===== src/hdl/mdp_pkg.sv =====
// mdp_pkg: shared types and constants for the motor demand to PWM unit.
// No dependencies; every other file in hdl/ imports this package.
`default_nettype none

package mdp_pkg;

   localparam int DEMAND_BITS = 16;          // signed demand width
   localparam int DUTY_BITS   = 8;           // duty and register width
   localparam int REM_BITS    = 2 * DUTY_BITS; // product / partial remainder
   localparam int DIV_STEPS   = DUTY_BITS;   // one quotient bit per divider cell
   localparam int CSR_IDX_BITS = 2;

   typedef enum logic [CSR_IDX_BITS-1:0] {
      CSR_INVERT_SENSE = 2'd0,
      CSR_DEAD_BAND    = 2'd1,
      CSR_MIN_DUTY     = 2'd2,
      CSR_MAX_PWM      = 2'd3
   } csr_index_type;

   localparam logic [DUTY_BITS-1:0] MAX_PWM_RESET = 8'd255;

   typedef struct packed {
      logic                          cmd;
      logic signed [DEMAND_BITS-1:0] demand;
   } req_type;

   typedef struct packed {
      logic                 direction;
      logic [DUTY_BITS-1:0] duty;
   } rsp_type;

   typedef struct packed {
      logic                 invert_sense;
      logic [DUTY_BITS-1:0] dead_band;
      logic [DUTY_BITS-1:0] min_duty;
      logic [DUTY_BITS-1:0] max_pwm;
   } cfg_type;

   // Per-transaction state handed from cell to cell.
   typedef struct packed {
      logic                 direction;
      logic [DUTY_BITS-1:0] duty;
      logic                 stretch;   // remap applies
      logic                 zero_div;  // max_pwm == 1, remap term is zero
      logic                 neg_term;  // min_duty above max_pwm
      logic [DUTY_BITS-1:0] min_duty;
      logic [DUTY_BITS-1:0] max_pwm;
      logic [DUTY_BITS-1:0] divisor;
      logic [REM_BITS-1:0]  rem;
      logic [DUTY_BITS-1:0] quo;
   } lane_type;

endpackage

`default_nettype wire


===== src/hdl/motor_demand_to_pwm_unit.sv =====
// motor_demand_to_pwm_unit: top level; config registers, cell chain, output skid.
// Depends on mdp_pkg, mdp_shape, mdp_scale, mdp_div_cell.
`default_nettype none

// Maps a signed speed demand onto an H-bridge channel: a direction level
// (1 forward) and an 8-bit PWM duty (0 = held low). The demand is optionally
// negated, clamped to +/- max_pwm and zeroed inside the deadband; a nonzero
// duty is then stretched onto min_duty..max_pwm when min_duty is nonzero,
// using a truncating divide by max_pwm-1. A stop transaction gives direction
// 0 and duty 0. Throughput is one transaction per clock while the skid
// entry is free. A result passes from req acceptance to rsp_valid through
// the chain of cells: shaping (loaded at the accepting edge), multiply,
// eight restoring-divide cells (one quotient bit each) and the output
// register. The whole chain advances together; a two-entry output
// register/skid pair lets req_ready stay a registered signal, so req keeps
// flowing while one result waits on rsp_ready. Configuration writes take
// effect on the next clock and must only happen with the unit idle.
module motor_demand_to_pwm_unit
   import mdp_pkg::*;
(
   input  wire logic                    clock,
   input  wire logic                    reset,
   // request channel
   input  wire logic                    req_valid,
   output logic                         req_ready,
   input  wire req_type                 req_data,
   // result channel
   output logic                         rsp_valid,
   input  wire logic                    rsp_ready,
   output rsp_type                      rsp_data,
   // configuration write port
   input  wire logic                    csr_we,
   input  wire logic [CSR_IDX_BITS-1:0] csr_index,
   input  wire logic [DUTY_BITS-1:0]    csr_wdata
);

   localparam int NCELL = DIV_STEPS + 2;   // shape, scale, divider cells

   cfg_type  cfg_ff;
   logic     adv;
   logic     vld   [NCELL];
   lane_type lane  [NCELL];
   logic     last_vld;
   lane_type last_lane;
   rsp_type  result;
   logic [DUTY_BITS-1:0] term;

   logic     out_vld_ff,  out_vld_in;
   rsp_type  out_ff,      out_in;
   logic     skid_vld_ff, skid_vld_in;
   rsp_type  skid_ff,     skid_in;
   logic     take;

   // ---- configuration registers ----
   always_ff @(posedge clock) begin
      if (reset) begin
         cfg_ff.invert_sense <= 1'b0;
         cfg_ff.dead_band    <= '0;
         cfg_ff.min_duty     <= '0;
         cfg_ff.max_pwm      <= MAX_PWM_RESET;
      end else if (csr_we) begin
         unique case (csr_index_type'(csr_index))
            CSR_INVERT_SENSE: cfg_ff.invert_sense <= csr_wdata[0];
            CSR_DEAD_BAND:    cfg_ff.dead_band    <= csr_wdata;
            CSR_MIN_DUTY:     cfg_ff.min_duty     <= csr_wdata;
            CSR_MAX_PWM:      cfg_ff.max_pwm      <= csr_wdata;
            default: ;
         endcase
      end
   end

   // Chain moves only while the skid entry is free: a result leaving the
   // chain always has somewhere to land.
   assign adv       = !skid_vld_ff;
   assign req_ready = !skid_vld_ff;

   // ---- chain of cells ----
   mdp_shape u_shape (
      .clock   (clock),
      .reset   (reset),
      .adv     (adv),
      .vld_in  (req_valid),
      .req_in  (req_data),
      .cfg     (cfg_ff),
      .vld_ff  (vld[0]),
      .lane_ff (lane[0])
   );

   mdp_scale u_scale (
      .clock   (clock),
      .reset   (reset),
      .adv     (adv),
      .vld_in  (vld[0]),
      .lane_in (lane[0]),
      .vld_ff  (vld[1]),
      .lane_ff (lane[1])
   );

   // Quotient bits MSB first; quotient never exceeds DUTY_BITS bits since
   // duty-1 <= max_pwm-1.
   for (genvar i = 0; i < DIV_STEPS; i++) begin : g_div
      mdp_div_cell #(
         .BIT (DIV_STEPS - 1 - i)
      ) u_cell (
         .clock   (clock),
         .reset   (reset),
         .adv     (adv),
         .vld_in  (vld[i+1]),
         .lane_in (lane[i+1]),
         .vld_ff  (vld[i+2]),
         .lane_ff (lane[i+2])
      );
   end

   assign last_vld  = vld[NCELL-1];
   assign last_lane = lane[NCELL-1];

   // Final stretch: min_duty plus signed quotient, truncated to 8 bits.
   always_comb begin
      term = last_lane.neg_term ? (~last_lane.quo + 1'b1) : last_lane.quo;
      result.direction = last_lane.direction;
      if (!last_lane.stretch) begin
         result.duty = last_lane.duty;
      end else if (last_lane.zero_div) begin
         result.duty = last_lane.min_duty;
      end else begin
         result.duty = last_lane.min_duty + term;
      end
   end

   // ---- output register + skid ----
   assign take = out_vld_ff && rsp_ready;

   always_comb begin
      out_vld_in  = out_vld_ff;
      out_in      = out_ff;
      skid_vld_in = skid_vld_ff;
      skid_in     = skid_ff;
      if (skid_vld_ff) begin
         if (take) begin
            out_in      = skid_ff;
            skid_vld_in = 1'b0;
         end
      end else if (last_vld) begin
         if (!out_vld_ff || take) begin
            out_in     = result;
            out_vld_in = 1'b1;
         end else begin
            skid_in     = result;
            skid_vld_in = 1'b1;
         end
      end else if (take) begin
         out_vld_in = 1'b0;
      end
   end

   always_ff @(posedge clock) begin
      if (reset) begin
         out_vld_ff  <= 1'b0;
         skid_vld_ff <= 1'b0;
      end else begin
         out_vld_ff  <= out_vld_in;
         skid_vld_ff <= skid_vld_in;
      end
   end

   always_ff @(posedge clock) begin
      out_ff  <= out_in;
      skid_ff <= skid_in;
   end

   assign rsp_valid = out_vld_ff;
   assign rsp_data  = out_ff;

   // ---- assertions ----
   a_skid_needs_out: assert property (@(posedge clock) disable iff (reset)
      skid_vld_ff |-> out_vld_ff)
      else $error("skid entry holds a transaction while output register is empty");

   a_frozen_chain: assert property (@(posedge clock) disable iff (reset)
      !adv |=> $stable(last_vld) && $stable(last_lane))
      else $error("chain end changed while the chain was stalled");

   a_no_drop: assert property (@(posedge clock) disable iff (reset)
      (adv && last_vld && out_vld_ff && !rsp_ready) |=> skid_vld_ff)
      else $error("result left the chain with output blocked but skid stayed empty");

endmodule

`default_nettype wire


===== src/hdl/mdp_shape.sv =====
// mdp_shape: first pipeline cell; inversion, clamp, deadband, direction, duty.
// Depends on mdp_pkg.
`default_nettype none

module mdp_shape
   import mdp_pkg::*;
(
   input  wire logic     clock,
   input  wire logic     reset,
   input  wire logic     adv,
   input  wire logic     vld_in,
   input  wire req_type  req_in,
   input  wire cfg_type  cfg,
   output logic          vld_ff,
   output lane_type      lane_ff
);

   logic [DEMAND_BITS:0]   dext;
   logic [DEMAND_BITS:0]   mag;
   logic [DEMAND_BITS:0]   lim_ext;
   logic [DUTY_BITS-1:0]   clamped;
   logic [DUTY_BITS-1:0]   duty;
   logic                   neg;
   lane_type               lane_in;

   // Magnitude one bit wider than the demand, so the most negative value
   // needs no saturation: it clamps to max_pwm either way.
   always_comb begin
      dext    = {req_in.demand[DEMAND_BITS-1], req_in.demand};
      mag     = req_in.demand[DEMAND_BITS-1] ? (~dext + 1'b1) : dext;
      lim_ext = {{(DEMAND_BITS+1-DUTY_BITS){1'b0}}, cfg.max_pwm};
      clamped = (mag > lim_ext) ? cfg.max_pwm : mag[DUTY_BITS-1:0];
      duty    = (clamped < cfg.dead_band || req_in.cmd) ? '0 : clamped;
      neg     = req_in.demand[DEMAND_BITS-1] ^ cfg.invert_sense;

      lane_in           = '0;
      lane_in.direction = !req_in.cmd && !(neg && duty != '0);
      lane_in.duty      = duty;
      lane_in.stretch   = (duty != '0) && (cfg.min_duty != '0);
      lane_in.zero_div  = (cfg.max_pwm == DUTY_BITS'(1));
      lane_in.min_duty  = cfg.min_duty;
      lane_in.max_pwm   = cfg.max_pwm;
   end

   always_ff @(posedge clock) begin
      if (reset) begin
         vld_ff <= 1'b0;
      end else if (adv) begin
         vld_ff <= vld_in;
      end
   end

   always_ff @(posedge clock) begin
      if (adv) begin
         lane_ff <= lane_in;
      end
   end

endmodule

`default_nettype wire


===== src/hdl/mdp_scale.sv =====
// mdp_scale: second pipeline cell; forms (duty-1)*|max_pwm-min_duty| and the divisor.
// Depends on mdp_pkg.
`default_nettype none

module mdp_scale
   import mdp_pkg::*;
(
   input  wire logic     clock,
   input  wire logic     reset,
   input  wire logic     adv,
   input  wire logic     vld_in,
   input  wire lane_type lane_in,
   output logic          vld_ff,
   output lane_type      lane_ff
);

   logic [DUTY_BITS-1:0] a;
   logic [DUTY_BITS-1:0] b;
   logic                 neg;
   lane_type             lane_nx;

   always_comb begin
      a   = lane_in.duty - 1'b1;
      neg = lane_in.min_duty > lane_in.max_pwm;
      b   = neg ? (lane_in.min_duty - lane_in.max_pwm)
                : (lane_in.max_pwm - lane_in.min_duty);

      lane_nx          = lane_in;
      lane_nx.neg_term = neg;
      lane_nx.divisor  = lane_in.max_pwm - 1'b1;
      lane_nx.rem      = REM_BITS'(a) * REM_BITS'(b);
      lane_nx.quo      = '0;
   end

   always_ff @(posedge clock) begin
      if (reset) begin
         vld_ff <= 1'b0;
      end else if (adv) begin
         vld_ff <= vld_in;
      end
   end

   always_ff @(posedge clock) begin
      if (adv) begin
         lane_ff <= lane_nx;
      end
   end

endmodule

`default_nettype wire


===== src/hdl/mdp_div_cell.sv =====
// mdp_div_cell: one restoring-division cell, resolves quotient bit BIT.
// Depends on mdp_pkg.
`default_nettype none

module mdp_div_cell
   import mdp_pkg::*;
#(
   parameter int BIT = 0
)(
   input  wire logic     clock,
   input  wire logic     reset,
   input  wire logic     adv,
   input  wire logic     vld_in,
   input  wire lane_type lane_in,
   output logic          vld_ff,
   output lane_type      lane_ff
);

   logic [REM_BITS-1:0] dsh;
   logic                ge;
   lane_type            lane_nx;

   always_comb begin
      dsh          = REM_BITS'(lane_in.divisor) << BIT;
      ge           = lane_in.rem >= dsh;
      lane_nx      = lane_in;
      lane_nx.rem  = ge ? (lane_in.rem - dsh) : lane_in.rem;
      lane_nx.quo[BIT] = ge;
   end

   always_ff @(posedge clock) begin
      if (reset) begin
         vld_ff <= 1'b0;
      end else if (adv) begin
         vld_ff <= vld_in;
      end
   end

   always_ff @(posedge clock) begin
      if (adv) begin
         lane_ff <= lane_nx;
      end
   end

endmodule

`default_nettype wire

===== config.mk =====
export PLATFORM = sky130hd
export DESIGN_NAME = motor_demand_to_pwm_unit
export DESIGN_NICKNAME = d
export VERILOG_FILES = /design/src/hdl/mdp_pkg.sv /design/src/hdl/motor_demand_to_pwm_unit.sv /design/src/hdl/mdp_shape.sv /design/src/hdl/mdp_scale.sv /design/src/hdl/mdp_div_cell.sv
export SDC_FILE = /design/constraint.sdc
export NUM_CORES = 1
export LEC_CHECK = 0
export BUFFER_PORTS_ARGS = -buffer_cell sky130_fd_sc_hd__buf_4
export CAP_MARGIN = 20
export CORE_MARGIN = 4
export CORE_UTILIZATION = 60
export DETAILED_ROUTE_END_ITERATION = 8
export GPL_TIMING_DRIVEN = 0
export PLACE_DENSITY = 0.78
export SKIP_CTS_REPAIR_TIMING = 1
export SLEW_MARGIN = 30
export SYNTH_ARGS = -nofsm -noshare
export SYNTH_HDL_FRONTEND = slang
export SYNTH_SLANG_ARGS = --single-unit

===== constraint.sdc =====
create_clock -name clock -period 17.31 [get_ports clock]
set_input_delay 1.731 -clock clock [delete_from_list [all_inputs] [get_ports clock]]
set_output_delay 1.731 -clock clock [all_outputs]
set_load 0.1 [all_outputs]

==> impl_metrics.py, run 1 <==
metrics = {
    "route": {
        "antenna_left": 0,
        "vias": 14108,
        "dr.pass1.iters": 8,
        "wire_per_inst_um": 17.17,
        "wl_met3_um": 1738,
        "drt_wl_total_um": 42540,
        "vias_per_cell": 5.696,
        "drc": 0,
        "drt_iter0_drc": 900,
        "dr_wl_met2_um": 22360,
        "wl_met1_um": 16900,
        "maxUsedRoutingLayer": "met4",
    },
    "clock_tree": {
        "max-clock-path-buffers": 3,
        "htree_levels": 2,
        "cts_buffers": 45,
        "clock_latency_ps": 550,
        "cts_tree": "done",
        "clkSinkCount": 490,
        "cts.reportedPaths.clkPinSlew_ps": 70,
        "clockRootBuffer": "clkbuf_16",
    },
    "timing": {
        "hold_viol_final": 0,
        "clock_skew_ps": 17.65,
        "setup_viol": 0,
        "rsz0062_at_grt": "false",
        "fin_crit_ps": 7692,
        "max_slew_margin_pct": 47.28,
        "period_share_pct": 44.43,
        "worstMarginPinSlew_ps": 787.4,
        "max_freq_ghz": 0.1300,
        "fin_hold_ws_ps": 410.3,
        "slew_violations": 0,
    },
    "synth": {
        "ys_types": 67,
        "synth-seq-cells": 490,
        "ys_seq_area_share_pct": 60.88,
        "yosys.area.top_type": "edfxtp_1",
        "synth_edf_count": 453,
        "synth_top_area_share_pct": 57.74,
        "synthesis.instances": 1827,
        "synth_area_leaders": "edfxtp_1 58%, ha_1 7.5%, fa_1 3.9%, nor2_1 3.2%, inv_1 3.2%",
        "ys.flop_type": "edfxtp_1",
        "syn_avg_cell_area_sq_um": 12.90,
        "ys_warn_count": 0,
        "async_reset_ff_share_pct": 0,
        "yosysMostFrequentCell": "edfxtp_1",
        "synth_common_cells": "453 x edfxtp_1, 200 x nor2_1, 199 x inv_1",
        "synth_nets": 2046,
        "synth_area_sq_mm": 0.02356,
    },
    "global_route": {
        "grt_max_degree": 56,
        "grt.overflow.total": 0,
        "grt_pass1_vias": 14783,
        "antenna_found_initial": 0,
        "grt_usage_pct": 20.67,
        "grt_pass1_wl_um": 71300,
    },
    "placed_design": {
        "placedCellCount": 2394,
        "hpwl_um": 29060,
        "io_buffers": 41,
        "gp_congestion": 0.8908,
    },
    "setup_path": {
        "reg2reg_to": "u_scale.lane_ff[23]",
        "rrSetupSlack_ps": 9620,
        "endpoint_kind": "register",
        "worst_setup_path_start_kind": "register",
        "cp.required_ps": 17590,
        "worstRegToRegCells": 25,
        "regToRegStartpoint": "u_shape.lane_ff[33]",
        "arrival_ps": 7970,
        "path_class": "reg -> reg",
        "cp_max_fo": 10,
    },
    "finish": {
        "syn2layout_area_growth_pct": 11.07,
        "antennaDiodeCount": 0,
        "drive_gt1_share_pct": 8.627,
        "final_cells": 2477,
        "nNetsFinal": 2142,
        "fillCellCount": 2647,
    },
    "floorplan": {
        "rows": 72,
        "die_w_um": 206.2,
        "pin_count": 43,
        "die_y_um": 206.2,
        "initial_utilization_pct": 60.82,
        "dieArea_sq_mm": 0.04250,
        "core_area_sq_mm": 0.03874,
    },
    "worst_hold_path": {
        "min_from": "g_div[2].u_cell.lane_ff[6]",
        "holdPathEnd": "g_div[3].u_cell.lane_ff[6]",
        "hold_path.class": "reg -> reg",
        "holdPathStages": 0,
    },
    "status": {
        "status": "finished clean",
    },
    "power_and_ir_drop": {
        "ir_worst_vdd_uv": 397.6,
        "p_leak_nw": 11.01,
        "power_density_mw_per_mm2": 169.9,
    },
    "run": {
        "max_cap_viol_count": 0,
    },
}
[cell families after synthesis]
logic type | share of synthesized area, %
flip-flops | 60.88
AND/OR/NAND/NOR | 9.862
AO/OA/AOI/OAI | 7.642
buffers and inverters | 3.813
adder cells (fa/ha/maj) | 11.40
XOR/XNOR | 3.569
multiplexers | 2.836
[flip-flops by register name (all words and copies together) (netlist names)]
register and flops:
g_div.u_cell.vld_ff 8, u_shape.vld_ff 1, u_scale.vld_ff 1, g_div.u_cell.lane_ff 364, rsp_valid 1, rsp_data 9, cfg_ff 25, skid_vld_ff 1
skid_ff 9, u_scale.lane_ff 44, u_shape.lane_ff 27
[metrics by stage]
| step | worst slack, ps | total power, mW | cell area (sq um) | utilization, % | TNS (ps) |
|---|---|---|---|---|---|
| 3_3_place_gp | -2277 | 3.412 | 24520 | 63.29 | -19600 |
| 6_report | 9618 | 4.446 | 26170 | 67.55 | 0 |
| 3_5_place_dp | 9712 | 3.490 | 24720 | 63.82 | 0 |
| 2_1_floorplan | 1683 | 3.120 | 23560 | - | 0 |
| 5_1_grt | 9307 | 4.804 | 26170 | 67.55 | 0 |
| 4_1_cts | 9619 | 4.479 | 26170 | 67.55 | 0 |
[layout make-up]
class	instances	area, sq um	share of cell area [%]
clock buffers	58	1216	4.648
inverters	199	747.0	2.855
plain buffers	40	155.1	0.5929
multi-input cells	1098	8323	31.81
flip-flops and latches	490	14340	54.82
well taps	518	648.1	2.477
repair buffers	49	505.5	1.932
clock inverters	25	229.0	0.8750
[where the power goes]
part           total, mW  leakage, nW  internal, mW  switching [mW]
logic               1.69         5.16         0.771           0.917
clock network      0.965        0.705         0.546           0.419
registers           1.79         5.15          1.67           0.128
[cell usage in the layout, fill, tap and decap left out, types with 6 or more instances in the layout]
cell type | synthesis | final
nand4_1 | 18 | 18
o21bai_1 | 7 | 7
nor4_1 | 16 | 16
fa_1 | 46 | 46
buf_4 | 0 | 41
inv_1 | 199 | 199
a211oi_1 | 8 | 8
xnor2_1 | 65 | 65
o31ai_1 | 15 | 15
nand2b_1 | 15 | 15
o21a_1 | 12 | 12
clkbuf_16 | 0 | 46
a2111oi_0 | 6 | 6
a211o_1 | 11 | 11
nand4b_1 | 7 | 7
nor2b_1 | 28 | 28
nor3_1 | 37 | 37
nor2_1 | 200 | 200
a221oi_1 | 8 | 8
clkinv_1 | 0 | 8
nand3_1 | 14 | 14
mux2_2 | 22 | 22
xor2_1 | 31 | 31
a21o_1 | 19 | 19
nand3b_1 | 9 | 9
or3_1 | 11 | 11
ha_1 | 141 | 141
a21boi_0 | 14 | 14
dfxtp_1 | 37 | 37
clkbuf_1 | 34 | 43
clkinv_2 | 0 | 8
a21oi_1 | 83 | 83
or2_2 | 14 | 14
o21ai_0 | 60 | 60
o311ai_0 | 7 | 7
nand2_1 | 76 | 76
edfxtp_1 | 453 | 453
mux2i_1 | 42 | 42
[metal layers]
layer  vias to the layer above  track usage [%]
li1                       6783                -
met2                       397            38.62
met1                      6802            24.13
met5                         -                0
met3                       126            2.793
met4                         0            7.937
[worst max-delay path, stage by stage (launching register included)]
cell      delay (ps)
edfxtp_1         520
inv_1            160
fa_1             490
a21o_1           180
a21oi_1          230
o22ai_1          120
o22a_1           200
buf_2            210
or3b_2           500
a31o_2           300
clkbuf_1         230
o311a_1          410
fa_1             510
fa_1             540
inv_1             60
fa_1             530
inv_1             50
fa_1             530
inv_1             40
ha_1             340
o21ai_0          120
nand2b_1         120
a31o_2           270
a41o_1           250
o41a_1           320
xnor2_1          160
[worst max path at each step]
stage	from	endpoint	slack [ps]
after floorplan	skid_vld_ff	skid_ff[0]	1680
after detailed placement	u_shape.lane_ff[33]	u_scale.lane_ff[23]	9710
after global placement	skid_vld_ff	req_ready	-2280
final	u_shape.lane_ff[33]	u_scale.lane_ff[23]	9620
after CTS	u_shape.lane_ff[33]	u_scale.lane_ff[23]	9620
after global routing	u_shape.lane_ff[33]	u_scale.lane_ff[23]	9310
Note: power is estimated with default switching activity, not from simulation.
==> inputs of run 2 (changes only) <==
--- a/config.mk
+++ b/config.mk
@@ -5,6 +5,7 @@
 export SDC_FILE = /design/constraint.sdc
 export NUM_CORES = 1
 export LEC_CHECK = 0
+export ABC_AREA = 1
 export BUFFER_PORTS_ARGS = -buffer_cell sky130_fd_sc_hd__buf_4
 export CAP_MARGIN = 20
 export CORE_MARGIN = 4
==> constraint.sdc (replaced) <==
create_clock -name clock -period 7.6 [get_ports clock]
set_input_delay 0.76 -clock clock [delete_from_list [all_inputs] [get_ports clock]]
set_output_delay 0.76 -clock clock [all_outputs]
set_load 0.1 [all_outputs]
==> run 2 against run 1 <==
  * Sequential cell count is the same
  * Global-route usage is 0.56 points lower
  * Core utilization grew 1.1 points
  * Die area fell by 1.3%
  * Sequential share of layout area is 0.28 points higher
  * Clock skew grew 5.8 ps
  * Total power grew 130%
  * Via count is essentially flat
  * Register-to-register slack worse by 9100 ps
  * Area after synthesis fell by 1.4%
  * Maximum frequency grew 8.4%
  * First-iteration DRC count rose by 8.7%
  * Critical path type unchanged
  * Highest routed layer unchanged
==> impl_metrics.py, run 2 <==
metrics = {
    "global_route": {
        "grt.overflow.total": 0,
        "grt_pass1_wl_um": 68810,
        "grt_usage_pct": 20.11,
        "antenna_found_initial": 0,
        "grt_pass1_vias": 14514,
        "grt_max_degree": 94,
    },
    "power_and_ir_drop": {
        "clkPwrFrac_pct": 23.4,
        "finalPower_mw": 10.23,
        "p_leak_nw": 11.52,
        "combPwrFrac_pct": 36.5,
        "ir_worst_vdd_uv": 709.5,
        "power_density_mw_per_mm2": 393.0,
        "p_switching_mw": 3.505,
        "internal_power_mw": 6.726,
        "seqPwrFrac_pct": 40.2,
        "sw_frac_of_total_pct": 34.26,
    },
    "floorplan": {
        "die_w_um": 204.8,
        "core_area_sq_mm": 0.03793,
        "rows": 71,
        "dieArea_sq_mm": 0.04193,
        "pin_count": 43,
        "initial_utilization_pct": 61.25,
        "die_y_um": 204.8,
    },
    "clock_tree": {
        "cts_tree": "done",
        "cts.reportedPaths.clkPinSlew_ps": 60,
        "cts_buffers": 48,
        "clock_latency_ps": 570,
        "max-clock-path-buffers": 3,
        "htree_levels": 2,
        "clockRootBuffer": "clkbuf_16",
        "clkSinkCount": 490,
    },
    "synth": {
        "ys_types": 58,
        "ys_warn_count": 0,
        "synth_area_sq_mm": 0.02323,
        "ys_seq_area_share_pct": 61.74,
        "synth_top_area_share_pct": 58.55,
        "synth-seq-cells": 490,
        "yosys.area.top_type": "edfxtp_1",
        "yosysMostFrequentCell": "edfxtp_1",
        "syn_avg_cell_area_sq_um": 11.88,
        "ys.flop_type": "edfxtp_1",
        "synth_nets": 2174,
        "synth_area_leaders": "edfxtp_1 59%, ha_1 7.6%, inv_1 4.6%, fa_1 4.0%, nand2_1 3.5%",
        "synth_edf_count": 453,
        "async_reset_ff_share_pct": 0,
        "synth_common_cells": "453 x edfxtp_1, 282 x inv_1, 219 x nand2_1",
        "synthesis.instances": 1955,
    },
    "finish": {
        "nNetsFinal": 2270,
        "final_common_cell": "edfxtp_1",
        "syn2layout_area_growth_pct": 12.06,
        "largest-register": "g_div.u_cell.lane_ff",
        "drive_gt1_share_pct": 9.182,
        "final_cells": 2602,
        "reg_top3": "g_div.u_cell.lane_ff (364), u_scale.lane_ff (44), u_shape.lane_ff (27)",
        "layout_common_cells": "453 x edfxtp_1, 282 x inv_1, 217 x nand2_1",
        "antennaDiodeCount": 0,
        "fin_util_pct": 68.63,
        "fillCellCount": 2552,
        "final_cell_area_sq_mm": 0.02604,
        "largest_reg_flops": 364,
    },
    "setup_path": {
        "endpoint_kind": "register",
        "cpLargestDelayFamily": "adder cells",
        "slowest_delay_ps": 570,
        "cp_max_fo": 9,
        "reg2reg_to": "u_scale.lane_ff[23]",
        "critPathLaunch": "u_shape.lane_ff[40]",
        "worst_setup_path_start_kind": "register",
        "rrSetupSlack_ps": 510,
        "arrival_ps": 7400,
        "cp_slowest_cell": "fa_1",
        "crit_top_cell": "inv_1",
        "crit_path_end": "u_scale.lane_ff[23]",
        "regToRegStartpoint": "u_shape.lane_ff[40]",
        "path_class": "reg -> reg",
        "worstRegToRegCells": 35,
        "crit_buf_inv": 8,
        "cp.required_ps": 7910,
        "cp.depth": 35,
    },
    "timing": {
        "max_freq_ghz": 0.1410,
        "clock_skew_ps": 23.45,
        "rsz0062_at_grt": "false",
        "setup_viol": 0,
        "hold_viol_final": 0,
        "slew_violations": 0,
        "period_share_pct": 93.33,
        "max_slew_margin_pct": 50.81,
        "tns_ps": 0,
        "fin_crit_ps": 7093,
        "worstMarginPinSlew_ps": 735.1,
    },
    "placed_design": {
        "gp_congestion": 0.9231,
        "placedCellCount": 2511,
        "hpwl_um": 28740,
        "io_buffers": 40,
        "dpl_cell_area_sq_mm": 0.02432,
    },
    "status": {
        "status": "finished clean",
    },
    "route": {
        "vias_per_cell": 5.424,
        "antenna_left": 0,
        "drc": 0,
        "drt_iter0_drc": 978,
        "dr.pass1.iters": 5,
        "drt_wl_total_um": 41780,
        "wire_per_inst_um": 16.06,
        "vias": 14113,
    },
    "worst_hold_path": {
        "holdPathStages": 0,
        "hold_path.class": "reg -> reg",
    },
    "run": {
        "max_cap_viol_count": 0,
    },
}
[run 2: metal layers]
layer  vias to the layer above  track usage, %  routed length, um
met4                         0           6.652               1167
met2                       350           37.59              22320
met1                      6778           24.04              16620
met5                         -               0                  0
met3                        89           2.691               1672
li1                       6896               -                  -
[run 2: layout make-up]
type,instances,area (sq um),share of cell area (%)
sequential,490,14340,55.09
multi-input combinational,1147,7735,29.71
clock buffer,66,1403,5.387
inverter,290,1094,4.200
tap,511,639.4,2.456
timing repair buffer,46,445.4,1.711
clock inverter,24,237.7,0.9131
buffer,28,137.6,0.5286
[run 2: kinds of logic (layout without fill, tap and decap cells)]
family                   Yosys count  count (layout)  share of synthesized area [%]
flip-flops                       490             490                          61.74
AO/OA/AOI/OAI                    302             302                          7.146
adder cells (fa/ha/maj)          187             187                          11.56
XOR/XNOR                          97              97                          3.657
multiplexers                       4               4                         0.1831
AND/OR/NAND/NOR                  557             557                          10.46
buffers and inverters            318             454                          5.256
[run 2: stage by stage]
stage | hold WS, ps | setup WS [ps]
2_1_floorplan | 400.3 | 524.3
5_1_grt | 420.3 | 34.64
6_report | 407.8 | 507.0
3_5_place_dp | 404.5 | 204.8
4_1_cts | 415.3 | 144.6
3_3_place_gp | 400.3 | -1806
[run 2: power groups by stage]
stage	Clock, mW	Sequential (mW)	Combinational [mW]
6_report	2.39	4.11	3.73
4_1_cts	2.43	4.11	3.71
3_3_place_gp	0	4.11	3.49
2_1_floorplan	0	4.04	2.85
3_5_place_dp	0	4.15	3.66
5_1_grt	2.56	4.16	4.26
[run 2: worst min-delay path by stage]
stage / from / endpoint / slack [ps]
finish: g_div[2].u_cell.lane_ff[52] / g_div[3].u_cell.lane_ff[52] / 410
global route: g_div[6].u_cell.lane_ff[7] / g_div[7].u_cell.lane_ff[7] / 420
CTS: g_div[2].u_cell.lane_ff[52] / g_div[3].u_cell.lane_ff[52] / 420
detailed placement: u_scale.lane_ff[45] / g_div[0].u_cell.lane_ff[45] / 400
global placement: g_div[0].u_cell.lane_ff[44] / g_div[1].u_cell.lane_ff[44] / 400
floorplan: u_scale.lane_ff[40] / g_div[0].u_cell.lane_ff[40] / 400
[run 2: worst register-to-register path: cells and delay by family (launching register included)]
kind	cells	cell delay [ps]
fa+ha+maj	7	2980
compound gates	7	1140
simple gates	10	1050
buf+inv	8	540
flops	1	480
xor+xnor	2	390
mux	1	280
==> inputs of run 3 (changes only) <==
--- a/config.mk
+++ b/config.mk
@@ -6,13 +6,14 @@
 export NUM_CORES = 1
 export LEC_CHECK = 0
 export ABC_AREA = 1
-export BUFFER_PORTS_ARGS = -buffer_cell sky130_fd_sc_hd__buf_4
 export CAP_MARGIN = 20
 export CORE_MARGIN = 4
 export CORE_UTILIZATION = 60
 export DETAILED_ROUTE_END_ITERATION = 8
+export DONT_BUFFER_PORTS = 1
 export GPL_TIMING_DRIVEN = 0
-export PLACE_DENSITY = 0.78
+export PLACE_DENSITY = 0.77
+export REMOVE_ABC_BUFFERS = 1
 export SKIP_CTS_REPAIR_TIMING = 1
 export SLEW_MARGIN = 30
 export SYNTH_ARGS = -nofsm -noshare
==> run 3 against run 2 <==
  * Clock power barely moved
  * Sequential power about the same
  * Maximum frequency is 0.14% lower
  * Largest power group unchanged
==> impl_metrics.py, run 3 (synthesis gave the netlist of run 2 again) <==
metrics = {
    "status": {
        "status": "finished clean",
    },
    "finish": {
        "drive_gt1_share_pct": 6.818,
        "multi_input_area_sq_mm": 0.007710,
        "seqCellArea_sq_mm": 0.01435,
        "reg_top3": "g_div.u_cell.lane_ff (364), u_scale.lane_ff (44), u_shape.lane_ff (27)",
        "nNetsFinal": 2204,
        "antennaDiodeCount": 0,
        "fillCellCount": 2633,
        "syn2layout_area_growth_pct": 10.04,
        "final_cells": 2535,
        "largest-register": "g_div.u_cell.lane_ff",
        "final_common_cell": "edfxtp_1",
        "final_cell_area_sq_mm": 0.02557,
        "largest_reg_flops": 364,
        "layout_common_cells": "453 x edfxtp_1, 281 x inv_1, 218 x nand2_1",
    },
    "setup_path": {
        "path_class": "reg -> reg",
        "slowest_delay_ps": 560,
        "crit_top_cell": "inv_1",
        "cp_max_fo": 9,
        "arrival_ps": 7400,
        "endpoint_kind": "register",
        "worst_setup_path_start_kind": "register",
        "cp_slowest_cell": "fa_1",
        "cp.required_ps": 7890,
    },
    "global_route": {
        "grt_usage_pct": 18.72,
        "grt_pass1_vias": 13919,
        "use_met2_pct": 34.71,
        "grt_max_degree": 105,
        "busiest_layer": "met2",
        "grt.overflow.total": 0,
        "gr-usage-met1_pct": 21.44,
        "use_met3_pct": 3.388,
        "antenna_found_initial": 0,
        "grt_pass1_wl_um": 64330,
    },
    "floorplan": {
        "dieArea_sq_mm": 0.04193,
        "initial_utilization_pct": 61.25,
        "core_area_sq_mm": 0.03793,
        "pin_count": 43,
        "die_w_um": 204.8,
        "rows": 71,
        "die_y_um": 204.8,
    },
    "timing": {
        "worstMarginPinSlew_ps": 906.4,
        "fin_hold_ws_ps": 261.0,
        "setup_viol": 0,
        "max_freq_ghz": 0.1408,
        "hold_viol_final": 0,
        "clock_skew_ps": 26.64,
        "period_share_pct": 93.46,
        "rsz0062_at_grt": "false",
        "fin_crit_ps": 7103,
        "slew_violations": 0,
        "max_slew_margin_pct": 39.35,
    },
    "route": {
        "drc": 0,
        "antenna_left": 0,
        "drt_wl_total_um": 38310,
        "vias": 13595,
        "drt_iter0_drc": 837,
        "vias_per_cell": 5.363,
        "wire_per_inst_um": 15.11,
        "dr.pass1.iters": 7,
    },
    "power_and_ir_drop": {
        "finalPower_mw": 10.16,
        "p_leak_nw": 11.25,
        "power_density_mw_per_mm2": 397.2,
        "ir_worst_vdd_uv": 366.2,
    },
    "worst_hold_path": {
        "hold_path.class": "in -> reg",
    },
    "placed_design": {
        "gp_congestion": 0.8642,
        "dpl_cell_area_sq_mm": 0.02387,
        "placedCellCount": 2443,
        "io_buffers": 0,
        "hpwl_um": 26830,
    },
    "clock_tree": {
        "htree_levels": 2,
        "clkSinkCount": 490,
        "clockRootBuffer": "clkbuf_16",
        "cts_tree": "done",
        "cts.reportedPaths.clkPinSlew_ps": 60,
        "clock_latency_ps": 580,
        "max-clock-path-buffers": 3,
        "cts_buffers": 48,
    },
    "run": {
        "max_cap_viol_count": 0,
    },
}
[run 3: cell count changes in the layout (fill, tap and decap cells not counted), moves of 3 or more]
cell,delta
clkbuf_8,-7
clkinv_2,-3
buf_4,-38
bufinv_16,+4
clkbuf_1,-19
clkinv_1,+4
[run 3: layout make-up]
cell class	instances	share of cell area [%]
clock inverter	28	1.375
tap	511	2.501
multi-input combinational	1147	30.16
inverter	290	4.307
timing repair buffer	8	0.5383
clock buffer	61	5.011
sequential	490	56.11
[run 3: per-layer routing]
metal | wire length, um | share of wire [%] | vias to the layer above
li1 | - | - | 6768
met1 | 15370 | 40 | 6440
met2 | 20070 | 52 | 288
met3 | 1537 | 4.0 | 99
met4 | 1331 | 3.5 | 0
met5 | 0 | 0 | -
[run 3: path summary, 6_finish.rpt]
path | slack, ps | cells past startpoint | from | to
setup / recovery | 500 | 35 | u_shape.lane_ff[40] | u_scale.lane_ff[23]
hold / removal | 260 | 1 | reset | skid_vld_ff
setup reg to reg | 500 | 35 | u_shape.lane_ff[40] | u_scale.lane_ff[23]
hold reg to reg | 400 | 0 | g_div[1].u_cell.lane_ff[6] | g_div[2].u_cell.lane_ff[6]
[run 3: report_power, final]
part           internal (mW)  switching (mW)  total, mW
combinational           1.49            2.16       3.65
clock                   1.44           0.975       2.41
sequential              3.81           0.286       4.10
[run 3: through the flow]
stage	utilization (%)	TNS [ps]	worst slack, ps
6_report	67.40	0	497.1
5_1_grt	67.40	0	14.76
4_1_cts	67.23	0	113.6
3_5_place_dp	62.92	0	191.2
3_3_place_gp	62.60	-2642360	-6364
2_1_floorplan	-	-1383230	-3341
[run 3: critical path: cells and delay by family (launching register included)]
family / cells / cell delay (ps)
adders and majority gates: 7 / 2930
buffers and inverters: 8 / 530
xor gates and xnor gates: 2 / 580
DFF: 1 / 440
and+or+nand+nor: 10 / 940
muxes: 1 / 290
AOI/OAI and AO/OA: 7 / 1100
